`src/sv/pdhf_pkg.sv`:
```
// Types and constants of the packet duplicate history filter
package pdhf_pkg;

    localparam int HISTORY_DEPTH_DEF = 16;

    // configuration port
    localparam int CFG_ADDR_W  = 4;
    localparam int CFG_DATA_W  = 32;
    localparam int REG_IDX_W   = 2;

    localparam logic [REG_IDX_W-1:0] REG_OWN_ADDRESS  = 2'd0;
    localparam logic [REG_IDX_W-1:0] REG_DEST_ADDRESS = 2'd1;
    localparam logic [REG_IDX_W-1:0] REG_TIMEOUT_MS   = 2'd2;

    localparam logic [7:0]  OWN_ADDRESS_RST  = 8'd0;
    localparam logic [7:0]  DEST_ADDRESS_RST = 8'd255;
    localparam logic [31:0] TIMEOUT_MS_RST   = 32'd1000;
    localparam logic [7:0]  SEQ_COUNTER_RST  = 8'd255;

    localparam logic CMD_RECEIVE  = 1'b0;
    localparam logic CMD_TRANSMIT = 1'b1;

    // one history entry as held in the memory
    typedef struct packed {
        logic [7:0]  src;
        logic [7:0]  dst;
        logic [7:0]  seq;
        logic [3:0]  typ;
        logic [31:0] stamp;
    } entry_t;

    typedef enum logic [4:0] {
        ST_IDLE  = 5'b00001,
        ST_SCAN  = 5'b00010,
        ST_DRAIN = 5'b00100,
        ST_WRITE = 5'b01000,
        ST_DONE  = 5'b10000
    } state_t;

endpackage

```
`src/sv/pdhf_stream_if.sv`:
```
// Request and response stream interfaces of the duplicate filter
interface pdhf_req_if;
    logic        valid;
    logic        ready;
    logic        cmd;
    logic [7:0]  pkt_from;
    logic [7:0]  pkt_to;
    logic [7:0]  pkt_seq;
    logic [7:0]  pkt_flags;
    logic [31:0] now_ms;

    modport source (output valid, cmd, pkt_from, pkt_to, pkt_seq, pkt_flags, now_ms,
                    input ready);
    modport sink (input valid, cmd, pkt_from, pkt_to, pkt_seq, pkt_flags, now_ms,
                  output ready);
endinterface

interface pdhf_rsp_if;
    logic       valid;
    logic       ready;
    logic       is_duplicate;
    logic [3:0] pkt_type;
    logic [7:0] tx_seq;

    modport source (output valid, is_duplicate, pkt_type, tx_seq, input ready);
    modport sink (input valid, is_duplicate, pkt_type, tx_seq, output ready);
endinterface

```
`src/sv/packet_duplicate_history_filter.sv`:
```
// Duplicate packet suppression cache: history memory, scan sequencer, APB registers
//
// Each request is one packet header. A receive (cmd 0) is checked against the
// history: entries older than timeout_ms (age taken modulo 2^32) are dropped,
// and the lowest live entry equal in source, destination, sequence id and the
// low four flag bits is refreshed and reported as a duplicate; on a miss the
// header goes into the next ring slot. A transmit (cmd 1) bumps the 8-bit
// sequence counter and records own_address/dest_address with the new id.
// A request holds off the input from its transfer until its response is
// loaded, so a new request is taken only once the last one is through: the
// history memory has a single read port, so the expiry and match scan reads
// one entry a cycle, followed by a drain, a write-back and a result step.
// The result step waits while the output register still holds an untaken
// response; a new request can be taken while the latest response waits.
// Entry valid bits live in flip-flops, so the block is ready right after
// reset. Registers: own_address at 0x0, dest_address at 0x4, timeout_ms at
// 0x8; write them only while idle.
module packet_duplicate_history_filter
    import pdhf_pkg::*;
#(
    parameter int HISTORY_DEPTH = HISTORY_DEPTH_DEF
) (
    input  logic                  clk,
    input  logic                  rst_n,
    pdhf_req_if.sink              req,
    pdhf_rsp_if.source            rsp,
    input  logic                  psel,
    input  logic                  penable,
    input  logic                  pwrite,
    input  logic [CFG_ADDR_W-1:0] paddr,
    input  logic [CFG_DATA_W-1:0] pwdata,
    output logic [CFG_DATA_W-1:0] prdata,
    output logic                  pready
);

    localparam int IDX_W = $clog2(HISTORY_DEPTH);
    localparam logic [IDX_W-1:0] LAST_IDX = IDX_W'(HISTORY_DEPTH - 1);

    // configuration registers
    logic [7:0]  own_addr_reg;
    logic [7:0]  dest_addr_reg;
    logic [31:0] timeout_reg;

    // control state
    state_t                   state_reg, state_next;
    logic [HISTORY_DEPTH-1:0] valid_reg, valid_next;
    logic [IDX_W-1:0]         ptr_reg, ptr_next;
    logic [7:0]               seq_cnt_reg, seq_cnt_next;
    logic [IDX_W-1:0]         scan_idx_reg, scan_idx_next;
    logic                     eval_vld_reg, eval_vld_next;
    logic [IDX_W-1:0]         eval_idx_reg, eval_idx_next;
    logic                     hit_reg, hit_next;
    logic [IDX_W-1:0]         hit_idx_reg, hit_idx_next;
    logic                     rsp_vld_reg, rsp_vld_next;

    // current item
    logic        cmd_reg, cmd_next;
    entry_t      hdr_reg, hdr_next;

    // response payload
    logic        dup_out_reg, dup_out_next;
    logic [3:0]  type_out_reg, type_out_next;
    logic [7:0]  seq_out_reg, seq_out_next;

    // history memory
    entry_t           hist_mem [HISTORY_DEPTH];
    entry_t           rd_data_reg;
    logic             mem_we;
    logic [IDX_W-1:0] mem_waddr;
    entry_t           mem_wdata;

    logic [IDX_W-1:0] ptr_inc;
    logic [31:0]      age;
    logic             ent_live;
    logic             ent_expired;
    logic             ent_match;
    logic             cfg_wr;

    assign pready = 1'b1;
    assign cfg_wr = psel && penable && pwrite;

    always_comb
    begin
        case (paddr[CFG_ADDR_W-1:2])
            REG_OWN_ADDRESS:  prdata = {24'd0, own_addr_reg};
            REG_DEST_ADDRESS: prdata = {24'd0, dest_addr_reg};
            REG_TIMEOUT_MS:   prdata = timeout_reg;
            default:          prdata = '0;
        endcase
    end

    always_ff @(posedge clk or negedge rst_n)
    begin
        if (!rst_n)
        begin
            own_addr_reg  <= OWN_ADDRESS_RST;
            dest_addr_reg <= DEST_ADDRESS_RST;
            timeout_reg   <= TIMEOUT_MS_RST;
        end
        else if (cfg_wr)
        begin
            case (paddr[CFG_ADDR_W-1:2])
                REG_OWN_ADDRESS:  own_addr_reg  <= pwdata[7:0];
                REG_DEST_ADDRESS: dest_addr_reg <= pwdata[7:0];
                REG_TIMEOUT_MS:   timeout_reg   <= pwdata;
                default:          ;
            endcase
        end
    end

    assign req.ready        = (state_reg == ST_IDLE);
    assign rsp.valid        = rsp_vld_reg;
    assign rsp.is_duplicate = dup_out_reg;
    assign rsp.pkt_type     = type_out_reg;
    assign rsp.tx_seq       = seq_out_reg;

    assign ptr_inc = (ptr_reg == LAST_IDX) ? '0 : ptr_reg + 1'b1;

    // entry read last cycle, checked this cycle
    assign age         = hdr_reg.stamp - rd_data_reg.stamp;
    assign ent_live    = eval_vld_reg && valid_reg[eval_idx_reg];
    assign ent_expired = ent_live && (age > timeout_reg);
    assign ent_match   = ent_live && !ent_expired && (cmd_reg == CMD_RECEIVE)
                         && (rd_data_reg.src == hdr_reg.src)
                         && (rd_data_reg.dst == hdr_reg.dst)
                         && (rd_data_reg.seq == hdr_reg.seq)
                         && (rd_data_reg.typ == hdr_reg.typ);

    always_comb
    begin
        state_next    = state_reg;
        valid_next    = valid_reg;
        ptr_next      = ptr_reg;
        seq_cnt_next  = seq_cnt_reg;
        scan_idx_next = scan_idx_reg;
        eval_vld_next = eval_vld_reg;
        eval_idx_next = eval_idx_reg;
        hit_next      = hit_reg;
        hit_idx_next  = hit_idx_reg;
        rsp_vld_next  = rsp_vld_reg;
        cmd_next      = cmd_reg;
        hdr_next      = hdr_reg;
        dup_out_next  = dup_out_reg;
        type_out_next = type_out_reg;
        seq_out_next  = seq_out_reg;
        mem_we        = 1'b0;
        mem_waddr     = ptr_inc;
        mem_wdata     = hdr_reg;

        if (rsp.valid && rsp.ready)
        begin
            rsp_vld_next = 1'b0;
        end

        if (ent_expired)
        begin
            valid_next[eval_idx_reg] = 1'b0;
        end
        if (ent_match && !hit_reg)
        begin
            hit_next     = 1'b1;
            hit_idx_next = eval_idx_reg;
        end

        case (state_reg)
            ST_IDLE:
            begin
                if (req.valid)
                begin
                    cmd_next       = req.cmd;
                    hdr_next.typ   = req.pkt_flags[3:0];
                    hdr_next.stamp = req.now_ms;
                    if (req.cmd == CMD_TRANSMIT)
                    begin
                        seq_cnt_next = seq_cnt_reg + 8'd1;
                        hdr_next.src = own_addr_reg;
                        hdr_next.dst = dest_addr_reg;
                        hdr_next.seq = seq_cnt_reg + 8'd1;
                    end
                    else
                    begin
                        hdr_next.src = req.pkt_from;
                        hdr_next.dst = req.pkt_to;
                        hdr_next.seq = req.pkt_seq;
                    end
                    hit_next      = 1'b0;
                    scan_idx_next = '0;
                    state_next    = ST_SCAN;
                end
            end
            ST_SCAN:
            begin
                eval_vld_next = 1'b1;
                eval_idx_next = scan_idx_reg;
                if (scan_idx_reg == LAST_IDX)
                begin
                    state_next = ST_DRAIN;
                end
                else
                begin
                    scan_idx_next = scan_idx_reg + 1'b1;
                end
            end
            ST_DRAIN:
            begin
                eval_vld_next = 1'b0;
                state_next    = ST_WRITE;
            end
            ST_WRITE:
            begin
                // a hit rewrites the same header with a fresh stamp
                mem_we = 1'b1;
                if (hit_reg)
                begin
                    mem_waddr = hit_idx_reg;
                end
                else
                begin
                    ptr_next = ptr_inc;
                end
                valid_next[mem_waddr] = 1'b1;
                state_next = ST_DONE;
            end
            ST_DONE:
            begin
                if (!rsp_vld_reg || rsp.ready)
                begin
                    rsp_vld_next  = 1'b1;
                    dup_out_next  = hit_reg;
                    type_out_next = hdr_reg.typ;
                    seq_out_next  = seq_cnt_reg;
                    state_next    = ST_IDLE;
                end
            end
            default:
            begin
                state_next = ST_IDLE;
            end
        endcase
    end

    always_ff @(posedge clk or negedge rst_n)
    begin
        if (!rst_n)
        begin
            state_reg    <= ST_IDLE;
            valid_reg    <= '0;
            ptr_reg      <= LAST_IDX;
            seq_cnt_reg  <= SEQ_COUNTER_RST;
            scan_idx_reg <= '0;
            eval_vld_reg <= 1'b0;
            eval_idx_reg <= '0;
            hit_reg      <= 1'b0;
            hit_idx_reg  <= '0;
            rsp_vld_reg  <= 1'b0;
        end
        else
        begin
            state_reg    <= state_next;
            valid_reg    <= valid_next;
            ptr_reg      <= ptr_next;
            seq_cnt_reg  <= seq_cnt_next;
            scan_idx_reg <= scan_idx_next;
            eval_vld_reg <= eval_vld_next;
            eval_idx_reg <= eval_idx_next;
            hit_reg      <= hit_next;
            hit_idx_reg  <= hit_idx_next;
            rsp_vld_reg  <= rsp_vld_next;
        end
    end

    always_ff @(posedge clk)
    begin
        cmd_reg      <= cmd_next;
        hdr_reg      <= hdr_next;
        dup_out_reg  <= dup_out_next;
        type_out_reg <= type_out_next;
        seq_out_reg  <= seq_out_next;
    end

    // read data is used only in the scan and the drain, writes come only after them: no overlap
    always_ff @(posedge clk)
    begin
        if (mem_we)
        begin
            hist_mem[mem_waddr] <= mem_wdata;
        end
        rd_data_reg <= hist_mem[scan_idx_reg];
    end

endmodule

```
`src/flat_wrapper.sv`:
```
// flat-port wrapper written by rule: the top's interface ports become plain ports
module packet_duplicate_history_filter_flat import pdhf_pkg::*;
#(
    parameter int HISTORY_DEPTH = HISTORY_DEPTH_DEF
)
  (clk, rst_n, psel, penable, pwrite, paddr, pwdata, prdata, pready, req_valid, req_cmd, req_pkt_from, req_pkt_to, req_pkt_seq, req_pkt_flags, req_now_ms, req_ready, rsp_valid, rsp_is_duplicate, rsp_pkt_type, rsp_tx_seq, rsp_ready);
  pdhf_req_if req_i ();
  pdhf_rsp_if rsp_i ();
  input  logic clk;
  input  logic rst_n;
  input  logic psel;
  input  logic penable;
  input  logic pwrite;
  input  logic [CFG_ADDR_W-1:0] paddr;
  input  logic [CFG_DATA_W-1:0] pwdata;
  output logic [CFG_DATA_W-1:0] prdata;
  output logic pready;
  input wire logic [$bits(req_i.valid)-1:0] req_valid;
  input wire logic [$bits(req_i.cmd)-1:0] req_cmd;
  input wire logic [$bits(req_i.pkt_from)-1:0] req_pkt_from;
  input wire logic [$bits(req_i.pkt_to)-1:0] req_pkt_to;
  input wire logic [$bits(req_i.pkt_seq)-1:0] req_pkt_seq;
  input wire logic [$bits(req_i.pkt_flags)-1:0] req_pkt_flags;
  input wire logic [$bits(req_i.now_ms)-1:0] req_now_ms;
  output wire logic [$bits(req_i.ready)-1:0] req_ready;
  output wire logic [$bits(rsp_i.valid)-1:0] rsp_valid;
  output wire logic [$bits(rsp_i.is_duplicate)-1:0] rsp_is_duplicate;
  output wire logic [$bits(rsp_i.pkt_type)-1:0] rsp_pkt_type;
  output wire logic [$bits(rsp_i.tx_seq)-1:0] rsp_tx_seq;
  input wire logic [$bits(rsp_i.ready)-1:0] rsp_ready;
  assign req_i.valid = req_valid;
  assign req_i.cmd = req_cmd;
  assign req_i.pkt_from = req_pkt_from;
  assign req_i.pkt_to = req_pkt_to;
  assign req_i.pkt_seq = req_pkt_seq;
  assign req_i.pkt_flags = req_pkt_flags;
  assign req_i.now_ms = req_now_ms;
  assign req_ready = req_i.ready;
  assign rsp_valid = rsp_i.valid;
  assign rsp_is_duplicate = rsp_i.is_duplicate;
  assign rsp_pkt_type = rsp_i.pkt_type;
  assign rsp_tx_seq = rsp_i.tx_seq;
  assign rsp_i.ready = rsp_ready;
  packet_duplicate_history_filter #(.HISTORY_DEPTH(HISTORY_DEPTH)) u_core (.clk(clk), .rst_n(rst_n), .req(req_i), .rsp(rsp_i), .psel(psel), .penable(penable), .pwrite(pwrite), .paddr(paddr), .pwdata(pwdata), .prdata(prdata), .pready(pready));
endmodule
```
`config.mk`:
```
export PLATFORM = sky130hd
export DESIGN_NAME = packet_duplicate_history_filter_flat
export DESIGN_NICKNAME = d
export VERILOG_FILES = /design/src/sv/pdhf_pkg.sv /design/src/sv/pdhf_stream_if.sv /design/src/sv/packet_duplicate_history_filter.sv /design/src/flat_wrapper.sv
export SDC_FILE = /design/constraint.sdc
export NUM_CORES = 1
export LEC_CHECK = 0
export ABC_AREA = 1
export BUFFER_PORTS_ARGS = -buffer_cell sky130_fd_sc_hd__buf_4
export CORE_MARGIN = 2
export CORE_UTILIZATION = 60
export CTS_CLUSTER_DIAMETER = 200
export DETAILED_ROUTE_END_ITERATION = 16
export PLACE_DENSITY_LB_ADDON = 0.08
export SETUP_SLACK_MARGIN = 0.4
export SYNTH_ARGS = -nofsm -noshare
export SYNTH_HDL_FRONTEND = slang
export SYNTH_SLANG_ARGS = --single-unit
```
`constraint.sdc`:
```
create_clock -name clk -period 7.4 [get_ports clk]
set_clock_uncertainty 0.05 [all_clocks]
set_input_delay 1.11 -clock clk [delete_from_list [all_inputs] [get_ports clk]]
set_output_delay 1.11 -clock clk [all_outputs]
set_load 0.1 [all_outputs]
```
==> qor.yml, run 1 <==
postCtsResizedCells: 0
grt_usage_pct: 30.2
place_congestion: 0.942
syn-instance-count: 3996
drive_gt1_share_pct: 10.9
routedWlPerCell_um: 24.0
r2r_slack_ns: 2.14
holdPathEnd: "u_core.valid_reg[0]"
r2r_end: "u_core.hit_idx_reg[2]"
rows: 104
critical_path_class: "flip-flop to flip-flop"
numPortBuffers: 148
cts_sinks: 1190
powerDensity_nw_per_um2: 333
synthTopCellsByArea: "edfxtp_1 64%, nand2_1 6.2%, o21ai_0 3.9%, dfrtp_1 3.6%, nor2_1 2.8%"
clock.fmax_ghz: 0.190
combPwrFrac_pct: 20.1
min_period_ns: 5.26
antenna_found_initial: 1
dieHeight_um: 288
drt_iter0_markers: 3596
startpoint_type: "flip-flop"
cts_buffer_depth: 3
synth_edf_count: 1034
cp.arrival_ns: 5.79
synth-seq-area-share_pct: 71.6
die_w_um: 288
async_flop_share_pct: 8.07
hpwl_um: 66200
layout.nets: 4278
fin_crit_sh_pct: 71.1
synth_top_family_by_area: "simple AND/OR/NAND/NOR gates"
coreArea_um2: 80200
h-tree-depth: 3
synth_xor_area_share_pct: 0.705
io_pins: 156
fin_total_pwr_w: 0.0181
synth-compound-area-share_pct: 10.1
start_util_pct: 60.4
multi_input_area_um2: 12100
largest_reg_flops: 960
grt_pass1_vias: 30200
reg2reg_from: "u_core.hdr_reg[0]"
p_int_w: 0.0126
drv_cap: 0
synth_seq_cells: 1190
p_seq_share_pct: 46.8
seqCellArea_um2: 34700
cts-buffers-inserted: 116
synth_top_area_share_pct: 64.1
hp-start: "u_core.valid_reg[0]"
cts_hold_buffers: 0
synth_most_common_cell: "edfxtp_1"
cts_setup_buffers: 0
end_kind: "flip-flop"
reg2regPathDepth: 24
yosys.area_share.adder_pct: 1.75
synth_fp_nets: 4171
final.setup.tns_ns: 0
grt_start_max_net_pins: 211
worst-path-max-fanout: 18
switchingPower_w: 0.00550
leakage_nw: 20.0
grt_remaining_overflow: 0
final_hold_viol_count: 0
slew_headroom_pct: 24.4
setup_viol: 0
ys.warnings.count: 0
clk_latency_ns: 0.68
synth_area_um2: 48400
drcViolationCount: 0
grt_pass1_wl_um: 186000
ant_nets: 0
tritoncts: "yes"
clockRootBuffer: "clkbuf_16"
worst_ep_required_time_ns: 7.92
yosysTopAreaCell: "edfxtp_1"
totalWireLength_um: 126000
syn_avg_cell_area_um2: 12.1
synth_cell_type_count: 50
area_growth_pct: 12.3
status: "finished, final reports clean"
rsz0062_at_grt: "no"
synth_ff_type: "edfxtp_1"
finalMaxSlewViolations: 0
num_vias: 32000
switching_share_pct: 30.4
synth-simple-area-share_pct: 12.2
clockPowerShare_pct: 33.1
n_fill_cell: 5869
irDropWorstVdd_mv: 0.211
clk_pin_slew_ns: 0.06
drt-pass1-iter-count: 6
hold_class: "flip-flop to flip-flop"
dieArea_um2: 83000
worstMarginPinSlew_ns: 1.13
vias_per_cell: 6.08
hold_depth: 2
synth.area.mux_share_pct: 0.0439
synthTopCellsByCount: "1034 x edfxtp_1, 803 x nand2_1, 378 x o21ai_0, 366 x nor2_1, 207 x inv_1"
worst max-delay path by stage:
| stage | start | endpoint | slack, ns | cells past startpoint |
|---|---|---|---|---|
| after floorplan | u_core.ptr_reg[0] | u_core.hist_mem[4][0] | 1.25 | 11 |
| after global placement | u_core.hdr_reg[0] | u_core.hit_idx_reg[3] | 2.33 | 24 |
| after detailed placement | u_core.hdr_reg[0] | u_core.hit_idx_reg[3] | 2.28 | 24 |
| after CTS | u_core.hdr_reg[0] | u_core.hit_idx_reg[3] | 2.24 | 24 |
| after global routing | u_core.hdr_reg[0] | u_core.hit_idx_reg[3] | 1.65 | 24 |
| final | u_core.hdr_reg[0] | u_core.hit_idx_reg[2] | 2.14 | 24 |
power groups by stage:
stage                     logic (W)  clock network, W  registers (W)
after floorplan             0.00260                 0        0.00842
after global placement      0.00354                 0        0.00858
after detailed placement    0.00359                 0        0.00860
after CTS                   0.00361           0.00603        0.00846
after global routing        0.00407           0.00630        0.00853
final                       0.00364           0.00599        0.00847
final cells by class:
cell class / instances / share of cell area, %
flip-flops and latches: 1190 / 63.8
multi-input cells: 2383 / 22.2
clock buffers: 167 / 6.12
repair buffers: 196 / 2.75
well taps: 1060 / 2.44
inverters: 216 / 1.54
clock inverters: 55 / 1.10
diodes: 1 / 0.00460
stage by stage:
step                util [%]  instance area (µm²)  hold WS, ns  worst slack, ns  std cells
floorplan                  -                48400        0.392             1.25       3996
global placement        62.9                50500        0.414             2.33       5045
detailed placement      62.9                50500        0.418             2.28       5045
CTS                     67.8                54400        0.432             2.24       5267
global route            67.8                54400        0.456             1.65       5267
finish                  67.8                54400        0.431             2.14       5268
routing by layer:
metal | track usage [%] | part of all wire, % | wire length, µm | vias to the layer above
met4 | 9.11 | 2.5 | 3210 | 2
met5 | 0 | 0.010 | 13 | -
li1 | - | - | - | 14600
met2 | 48.3 | 47 | 59400 | 1498
met1 | 44.2 | 42 | 52500 | 15700
met3 | 3.61 | 8.8 | 11100 | 226
worst max-delay path, cell delays in order, from the launching register on:
cell and delay (ns):
edfxtp_1 0.57, inv_1 0.15, ha_1 0.15, inv_1 0.06, fa_1 0.40, nand3_1 0.09, nand2_1 0.10, a21oi_1 0.57
o21ai_0 0.32, nand2_1 0.12, nand3_1 0.17, nand2_1 0.14, nand2_1 0.06, nand2_1 0.05, nand2_1 0.05, ha_1 0.26
nand2_1 0.05, nor2_1 0.13, nand4_1 0.12, nor2_1 0.24, nand2_1 0.54, nand2_1 0.41, nand3_1 0.19, nand2_1 0.09
nand2_1 0.05
cells in the final DEF, fill, tap and decap left out, drive strengths merged, types with 88 or more instances in the layout:
master,instances
a21oi,190
o21ai,414
clkbuf,167
edfxtp,1034
nand3,155
nand2,807
buf,196
inv,220
nor2,371
nand4,88
logic make-up after synthesis:
family,Yosys count
multiplexers,2
XOR/XNOR,39
other,1
AO/OA/AOI/OAI,842
flip-flops,1190
AND/OR/NAND/NOR,1432
buffers and inverters,423
adder cells (fa/ha/maj),67
No activity file was read; power rests on OpenSTA's default activity.
==> inputs of run 2 (changes only) <==
- clock period: 7.4 -> 5.2 ns (I/O delays scaled with it)
==> qor.yml, run 2 (same netlist as run 1, synthesis figures left out) <==
status: "finished, final reports clean"
cp.arrival_ns: 4.81  # -0.98 ns
min_period_ns: 4.25  # -1.01 ns
drv_cap: 0  # unchanged
cts-buffers-inserted: 118  # +1.7%
place_congestion: 0.893  # -5.2%
num_vias: 32200  # +0.69%
cts_buffer_depth: 3  # unchanged
worst_ep_required_time_ns: 5.76  # -2.16 ns
setup_viol: 0  # unchanged
drt_iter0_markers: 4089  # +14%
antenna_cells: 0  # -1
totalWireLength_um: 128000  # +1.3%
grt_usage_pct: 30.8  # +0.52 points
cts_hold_buffers: 0  # unchanged
cpMostUsedCell: "nand2_1"
slew_headroom_pct: 23.1  # -1.3 points
grt.busiest_layer: "met2"
clk_latency_ns: 0.68  # about the same
largest_reg_flops: 960  # unchanged
powerDensity_nw_per_um2: 477  # +43%
crit_family: "simple AND/OR/NAND/NOR gates"
worst-path-max-fanout: 17  # -1
grt_pass1_vias: 30400  # +0.59%
final_cell_mix: "1034 x edfxtp_1, 801 x nand2_1, 377 x o21ai_0, 356 x nor2_1, 210 x buf_4"
io_pins: 156  # unchanged
grt_remaining_overflow: 0  # unchanged
drcViolationCount: 0  # unchanged
layout.nets: 4302  # +0.56%
ant_nets: 0  # unchanged
vias_per_cell: 6.09  # +0.26%
r2r_slack_ns: 0.95  # -1.19 ns
rsz0062_at_grt: "no"
fin_hold_ws_ns: 0.209  # -0.222 ns
clockRootBuffer: "clkbuf_16"
tritoncts: "yes"
critical_path_class: "flip-flop to flip-flop"
drive_gt1_share_pct: 11.3  # +0.41 points
irDropWorstVdd_mv: 0.341  # +62%
dpl_cell_area_um2: 50700  # +0.49%
leakage_nw: 20.2  # +0.81%
use_met3_pct: 4.14  # +0.53 points
area_growth_pct: 13.0
clock.fmax_ghz: 0.235  # +24%
hpwl_um: 69900  # +5.6%
antenna_found_initial: 0  # -1
dieHeight_um: 288  # unchanged
cts_sinks: 1190  # unchanged
rows: 104  # unchanged
grt_pass1_wl_um: 189000  # +1.4%
routedWlPerCell_um: 24.2  # +0.89%
final_common_cell: "edfxtp_1"
startpoint_type: "flip-flop"
crit_chain: "ha_1 > nand3_1 > nand2_1 > a21oi_1 > buf_4 > o21ai_0 > nand2_1 > nand3_1 > nand2_1 > nand3_1 > nand2_1 > ha_1 > nand2_1 > nor2_1 > nand4_1 > nor2_1 > nand2_1 > buf_4 > nand3_4 > nand2_1 > nand3_1"
end_kind: "flip-flop"
finalMaxSlewViolations: 0  # unchanged
start_util_pct: 60.4  # unchanged
grt_start_max_net_pins: 212  # +0.47%
drt-pass1-iter-count: 6  # unchanged
post-route-util_pct: 68.3  # +0.42 points
grt_use_met1_pct: 44.9  # +0.70 points
cp_slowest_cell: "edfxtp_1"
final.setup.tns_ns: 0  # unchanged
coreArea_um2: 80200  # unchanged
fin_crit_sh_pct: 81.8  # +11 points
cts_setup_buffers: 0  # unchanged
h-tree-depth: 3  # unchanged
worstMarginPinSlew_ns: 1.15  # +0.0192 ns
numPortBuffers: 148  # unchanged
hold_class: "input port to asynchronous set/reset pin"
gr-usage-met2_pct: 48.3  # about the same
fin_total_pwr_w: 0.0261  # +44%
critPathBufInv: 2  # unchanged
dieArea_um2: 83000  # unchanged
clk_pin_slew_ns: 0.06  # about the same
final_hold_viol_count: 0  # unchanged
cpPeakStageDelay_ns: 0.62  # +0.05 ns
final_area_um2: 54700  # +0.61%
die_w_um: 288  # unchanged
==> run 2: cell count changes in the layout (fill, tap and decap cells not counted), moves of 3 or more <==
cell	change
buf_12	+6
clkinvlp_4	+5
clkinv_2	+4
clkbuf_1	-11
clkbuf_8	-18
buf_4	+16
bufinv_16	+8
clkbuf_16	+3
inv_6	-4
clkinv_1	+15
==> run 2: cell type report <==
cell class | count | area, µm²
inverters | 216 | 837
fillers | 5820 | 25400
multi-input cells | 2383 | 12100
clock inverters | 84 | 902
clock buffers | 140 | 3110
repair buffers | 218 | 1740
flip-flops and latches | 1190 | 34700
well taps | 1060 | 1330
==> run 2: per-layer routing <==
layer  vias up  share of wire, %
li1      14600                 -
met1     15700                42
met2      1624                46
met3       230               9.1
met4         0               3.0
met5         -                 0
==> run 2: worst register-to-register path: stages (launching register included) <==
cell	delay, ns
edfxtp_1	0.62
ha_1	0.50
nand3_1	0.10
nand2_1	0.14
a21oi_1	0.09
buf_4	0.17
o21ai_0	0.32
nand2_1	0.09
nand3_1	0.20
nand2_1	0.11
nand3_1	0.08
nand2_1	0.06
ha_1	0.27
nand2_1	0.05
nor2_1	0.14
nand4_1	0.13
nor2_1	0.17
nand2_1	0.23
buf_4	0.30
nand3_4	0.21
nand2_1	0.08
nand3_1	0.07
==> run 2: power breakdown <==
group / internal, W / switching, W
combinational: 0.00163 / 0.00369
clock: 0.00516 / 0.00359
sequential: 0.0114 / 0.000674
==> run 2: worst paths after layout <==
check                                            from                       to  cells after the start
worst max-delay path                u_core.hdr_reg[3]      u_core.valid_reg[6]                     21
worst min-delay path                            rst_n         u_core.rsp.valid                      1
worst max register to register      u_core.hdr_reg[3]      u_core.valid_reg[6]                     21
worst min register to register  u_core.hit_idx_reg[2]    u_core.hit_idx_reg[2]                      2
max in group asynchronous                       rst_n  u_core.dest_addr_reg[2]                      2
min in group clk                       req_now_ms[27]       u_core.hdr_reg[27]                      1
==> run 2: what timing repair did <==
action | CTS | global route
endpoints found under the hold margin | 0 | 0
gates resized for setup | 0 | 2
setup endpoints to repair | 0 | 4
==> run 2: metrics by stage <==
stage	instances	setup slack (ns)
floorplan	3996	0.655
global placement	5067	0.891
detailed placement	5067	0.858
CTS	5291	0.836
global route	5291	0.562
finish	5291	0.946
